File: src/design/tmc_pkg.sv
// Shared types and constants for the 4x4 transform matrix composer.
// Used by tmc_ctrl, tmc_dpath and transform_matrix_composer; depends on nothing.
package tmc_pkg;

	localparam int VALUE_WIDTH = 32;
	localparam int FRAC_BITS   = 16;
	localparam int CMD_WIDTH   = 3;

	typedef enum logic [CMD_WIDTH-1:0] {
		CMD_IDENTITY  = 3'd0,
		CMD_LOAD_ROW  = 3'd1,
		CMD_MULTIPLY  = 3'd2,
		CMD_TRANSLATE = 3'd3,
		CMD_SCALE     = 3'd4,
		CMD_READ      = 3'd5
	} cmd_code_t;

	// Right-hand matrix of a compose
	typedef enum logic [1:0] {
		SRC_OPERAND,
		SRC_TRANSLATE,
		SRC_SCALE
	} src_t;

	typedef struct packed {
		logic [CMD_WIDTH-1:0]          command;
		logic [1:0]                    row_index;
		logic signed [VALUE_WIDTH-1:0] value_a;
		logic signed [VALUE_WIDTH-1:0] value_b;
		logic signed [VALUE_WIDTH-1:0] value_c;
		logic signed [VALUE_WIDTH-1:0] value_d;
	} cmd_item_t;

	typedef struct packed {
		logic [1:0]                    out_row;
		logic signed [VALUE_WIDTH-1:0] out_col0;
		logic signed [VALUE_WIDTH-1:0] out_col1;
		logic signed [VALUE_WIDTH-1:0] out_col2;
		logic signed [VALUE_WIDTH-1:0] out_col3;
		logic                          last_row;
	} row_item_t;

	// Controller to datapath
	typedef struct packed {
		logic       set_identity;
		logic       load_row;
		logic       latch_xyz;
		src_t       src;
		logic       issue;
		logic [1:0] issue_row;
		logic [1:0] issue_col;
		logic       out_load;
		logic [1:0] out_row;
	} ctrl_cmd_t;

endpackage

File: src/design/tmc_ctrl.sv
// Command sequencer of the transform matrix composer: decodes items, steps
// compose and readout. Depends on tmc_pkg.
module tmc_ctrl (
	input  logic                         clk,
	input  logic                         arst_n,
	input  logic                         cmd_valid,
	input  logic [tmc_pkg::CMD_WIDTH-1:0] command,
	output logic                         cmd_stall,
	output logic                         row_valid,
	input  logic                         row_stall,
	output tmc_pkg::ctrl_cmd_t           ctl
);

	// last count of a compose: issue while cnt_q[4] is clear, then drain the product and sum stages
	localparam logic [4:0] LAST_CNT = 5'd17;

	typedef enum logic [1:0] {
		ST_IDLE,
		ST_COMPOSE,
		ST_READ
	} state_t;

	state_t          state_q;
	logic [4:0]      cnt_q;
	tmc_pkg::src_t   src_q;
	logic [1:0]      rd_row_q;
	logic            out_valid_q;
	logic            accept;
	logic            out_free;

	assign cmd_stall = (state_q != ST_IDLE);
	assign accept    = cmd_valid && (state_q == ST_IDLE);
	assign out_free  = !out_valid_q || !row_stall;
	assign row_valid = out_valid_q;

	always_comb begin
		ctl              = '0;
		ctl.set_identity = accept && (command == tmc_pkg::CMD_IDENTITY);
		ctl.load_row     = accept && (command == tmc_pkg::CMD_LOAD_ROW);
		ctl.latch_xyz    = accept && ((command == tmc_pkg::CMD_TRANSLATE) ||
			(command == tmc_pkg::CMD_SCALE));
		ctl.src          = src_q;
		ctl.issue        = (state_q == ST_COMPOSE) && !cnt_q[4];
		ctl.issue_row    = cnt_q[3:2];
		ctl.issue_col    = cnt_q[1:0];
		ctl.out_load     = (state_q == ST_READ) && out_free;
		ctl.out_row      = rd_row_q;
	end

	always_ff @(posedge clk or negedge arst_n) begin
		if (!arst_n) begin
			state_q     <= ST_IDLE;
			cnt_q       <= '0;
			src_q       <= tmc_pkg::SRC_OPERAND;
			rd_row_q    <= '0;
			out_valid_q <= 1'b0;
		end else begin
			// refill the output register as soon as it frees up
			if ((state_q == ST_READ) && out_free) begin
				out_valid_q <= 1'b1;
			end else if (out_valid_q && !row_stall) begin
				out_valid_q <= 1'b0;
			end
			unique case (state_q)
				ST_IDLE: begin
					if (cmd_valid) begin
						unique case (command)
							tmc_pkg::CMD_MULTIPLY: begin
								src_q   <= tmc_pkg::SRC_OPERAND;
								cnt_q   <= '0;
								state_q <= ST_COMPOSE;
							end
							tmc_pkg::CMD_TRANSLATE: begin
								src_q   <= tmc_pkg::SRC_TRANSLATE;
								cnt_q   <= '0;
								state_q <= ST_COMPOSE;
							end
							tmc_pkg::CMD_SCALE: begin
								src_q   <= tmc_pkg::SRC_SCALE;
								cnt_q   <= '0;
								state_q <= ST_COMPOSE;
							end
							tmc_pkg::CMD_READ: begin
								rd_row_q <= '0;
								state_q  <= ST_READ;
							end
							default: begin
							end
						endcase
					end
				end
				ST_COMPOSE: begin
					cnt_q <= cnt_q + 5'd1;
					if (cnt_q == LAST_CNT) begin
						state_q <= ST_IDLE;
					end
				end
				ST_READ: begin
					if (out_free) begin
						rd_row_q    <= rd_row_q + 2'd1;
						if (rd_row_q == 2'd3) begin
							state_q <= ST_IDLE;
						end
					end
				end
				default: begin
					state_q <= ST_IDLE;
				end
			endcase
		end
	end

endmodule

File: config.mk
export PLATFORM = sky130hd
export DESIGN_NAME = tmc_ctrl
export DESIGN_NICKNAME = d
export VERILOG_FILES = /design/src/design/tmc_pkg.sv /design/src/design/tmc_ctrl.sv
export SDC_FILE = /design/constraint.sdc
export NUM_CORES = 1
export LEC_CHECK = 0
export BUFFER_PORTS_ARGS = -buffer_cell sky130_fd_sc_hd__buf_2
export CAP_MARGIN = 20
export CELL_PAD_IN_SITES_DETAIL_PLACEMENT = 1
export CELL_PAD_IN_SITES_GLOBAL_PLACEMENT = 1
export CORE_ASPECT_RATIO = 0.8
export CORE_MARGIN = 10
export CORE_UTILIZATION = 39
export CTS_BUF_LIST = sky130_fd_sc_hd__clkbuf_8 sky130_fd_sc_hd__clkbuf_16
export CTS_CLUSTER_DIAMETER = 150
export CTS_CLUSTER_SIZE = 28
export DETAILED_ROUTE_END_ITERATION = 10
export PLACE_DENSITY_LB_ADDON = 0.3
export SYNTH_ARGS = -nofsm -noshare
export SYNTH_HDL_FRONTEND = slang
export SYNTH_SLANG_ARGS = --single-unit
File: constraint.sdc
create_clock -name clk -period 4.3 [get_ports clk]
set_input_delay 0.43 -clock clk [delete_from_list [all_inputs] [get_ports clk]]
set_output_delay 0.43 -clock clk [all_outputs]
set_load 0.01 [all_outputs]
==> results_dict.tcl <==
set metrics [dict create \
    outcome "completed" \
    avgSynthCellArea_um2 9.37 \
    path_clk_slew_ps 60 \
    tns_ps 0 \
    postCtsSetupBuffers 0 \
    finalCritPeriodShare_pct 49.0 \
    via_count 623 \
    wl_per_cell_um 15.2 \
    die_w_um 68.4 \
    fmax_mhz 474 \
    io_buffers 21 \
    h-tree-depth 1 \
    startpoint_type "register" \
    numCtsBuffers 3 \
    max-cap-violations 0 \
    cp_slowest_cell "or3b_1" \
    rsz0062_at_grt "false" \
    die-area_um2 4020 \
    clk_path_buf_depth 2 \
    ctsRootBufferMaster "clkbuf_8" \
    drt_pre_antenna_iters 3 \
    grt_start_max_net_pins 13 \
    worstReg2RegStart "state_q[0]" \
    nFillCells 202 \
    crit_fanout 11 \
    num_rows 13 \
    drive_gt1_share_pct 28.7 \
    start_util_pct 43.2 \
    cts_tree "built" \
    ys.warnings.count 0 \
    crit_path_end_kind "primary output" \
    r2r_setup_slack_ps 2740 \
    ys_ff_latch 12 \
    overflow 0 \
    fin_crit_ps 2110 \
    grt_pass1_wl_mm 2.86 \
    utilization_pct 50.7 \
    arrival_ps 1680 \
    netlist_area_um2 731 \
    clock-sinks 12 \
    gp_congestion 0.805 \
    die_h_um 58.7 \
    vias_per_cell 5.37 \
    synth_cells 78 \
    ctsResizeCount 0 \
    hold_buffers 0 \
    drt_iter0_drc 13 \
    hold_viol 0 \
    nets 105 \
    fin_skew_ps 3.37 \
    path_cells "or3b_1, nor4b_1, buf_2" \
    final_area_um2 858 \
    io_pins 22 \
    ant_nets 0 \
    setup_violations 0 \
    slew_headroom_pct 74.2 \
    fin_hold_ws_ps 51.6 \
    vdd_drop_max_uv 305 \
    worstMarginPinSlew_ps 383 \
    p_leak_nw 0.439 \
    grt_pass1_vias 610 \
    antenna_found_initial 0 \
    timing.rr.end "src_q[1]" \
    cp.required_ps 3870 \
    setup.worst_path.class "reg2out" \
    dp_hpwl_mm 1.35 \
    grt_use_total_pct 9.47 \
    postSynthNetCount 88 \
    clkLatencyLatePin_ps 240 \
    ys_types 34 \
    hold_path.class "in2async" \
    slew_viol_final 0 \
    core_um2 1690 \
    dpl_cell_area_um2 803 \
    n_antenna_cell 0 \
    critical_path.max_stage_delay_ps 500 \
    drt-total-wl_mm 1.76 \
    reg2reg_depth 3 \
    yosysSeqAreaShare_pct 41.1 \
    power-per-cell-area_nw_per_um2 656 \
    syn_to_final_growth_pct 17.5 \
    route.detailed.drc 0 \
]
## sequential cells by signal, summed over array words and instances, names as in the netlist
register,cells
src_q,2
cnt_q,5
state_q,2
row_valid,1
rd_row_q,2
## layout make-up
type / instances / area (µm²) / area share (%)
repair buffers: 21 / 105 / 12.2
inverters: 4 / 15.0 / 1.75
clock buffers: 4 / 55.1 / 6.41
flip-flops and latches: 12 / 300 / 35.0
multi-input cells: 53 / 355 / 41.4
well taps: 22 / 27.5 / 3.21
## where the power goes
group / switching, W / leakage [nW] / internal (W)
Sequential: 0.0000585 / 0.153 / 0.000157
Clock: 0.0000436 / 0.0288 / 0.0000810
Combinational: 0.000115 / 0.258 / 0.000109
## critical path: cells and delay by family, from the launching register on
| kind | cells | cell delay (ps) |
|---|---|---|
| buffers and inverters | 1 | 180 |
| and+or+nand+nor | 2 | 760 |
| DFF | 1 | 490 |
## cells in the mapped netlist
master / count / area [µm²]
a21o_1: 2 / 15.0
a21oi_1: 4 / 20.0
a221o_1: 2 / 20.0
a22o_1: 2 / 17.5
a311o_1: 1 / 10.0
a31oi_1: 1 / 6.26
a32o_1: 1 / 10.0
a41oi_1: 1 / 8.76
and2_1: 1 / 6.26
and3_1: 1 / 6.26
and4b_1: 1 / 10.0
buf_4: 5 / 37.5
buf_6: 1 / 11.3
clkbuf_1: 3 / 11.3
dfrtp_1: 12 / 300
ha_1: 3 / 37.5
inv_1: 4 / 15.0
mux2_2: 1 / 11.3
nand2_1: 7 / 26.3
nand2b_1: 3 / 18.8
nand3_1: 1 / 5.00
nand3b_1: 1 / 7.51
nor2_1: 6 / 22.5
nor3_1: 1 / 5.00
nor4_1: 1 / 6.26
nor4b_1: 1 / 8.76
o211ai_1: 1 / 7.51
o21a_1: 1 / 7.51
o21ai_0: 2 / 10.0
o22ai_1: 2 / 12.5
o2bb2ai_1: 1 / 8.76
or2_2: 1 / 6.26
or3_1: 1 / 6.26
or3b_1: 2 / 17.5
## through the flow
step                      std cells  setup WS, ps  power (W)
after floorplan                  78          2410   0.000381
after global placement          112          2450   0.000435
after detailed placement        112          2420   0.000446
after CTS                       116          2170   0.000574
after global routing            116          2090   0.000614
final                           116          2190   0.000563
## per-layer routing
layer	track usage (%)	vias to the layer above	part of all wire (%)
met1	10.7	295	46
li1	-	308	-
met4	5.16	0	1.9
met2	13.8	15	43
met3	5.29	5	8.9
met5	0	-	0
## logic make-up (layout without fill, tap and decap cells)
family                     after synthesis  count (layout)  synth area share (%)
adders and majority gates                3               3                  5.14
and+or+nand+nor                         28              28                  20.9
AOI/OAI and AO/OA                       21              21                  21.1
buffers and inverters                   13              29                  10.3
muxes                                    1               1                  1.54
DFF                                     12              12                  41.1
## placed cells by master, fill, tap and decap left out, drive strengths merged, types with 2 or more instances in the layout
master	synthesis	routed
ha	3	3
clkbuf	3	4
dfrtp	12	12
buf	6	21
a21oi	4	4
a21o	2	2
a22o	2	2
nand2b	3	3
nor2	6	6
o22ai	2	2
a221o	2	2
nand2	7	7
or3b	2	2
o21ai	2	2
inv	4	4
## worst max-delay path by stage
stage,startpoint,to,slack (ps)
after detailed placement,command[2],cnt_q[3],2420
after global routing,state_q[0],ctl[11],2090
after floorplan,state_q[1],ctl[11],2410
after global placement,command[0],cnt_q[4],2450
after CTS,state_q[0],ctl[11],2170
final,state_q[0],ctl[11],2190
Power figures use the tool's default switching activity.
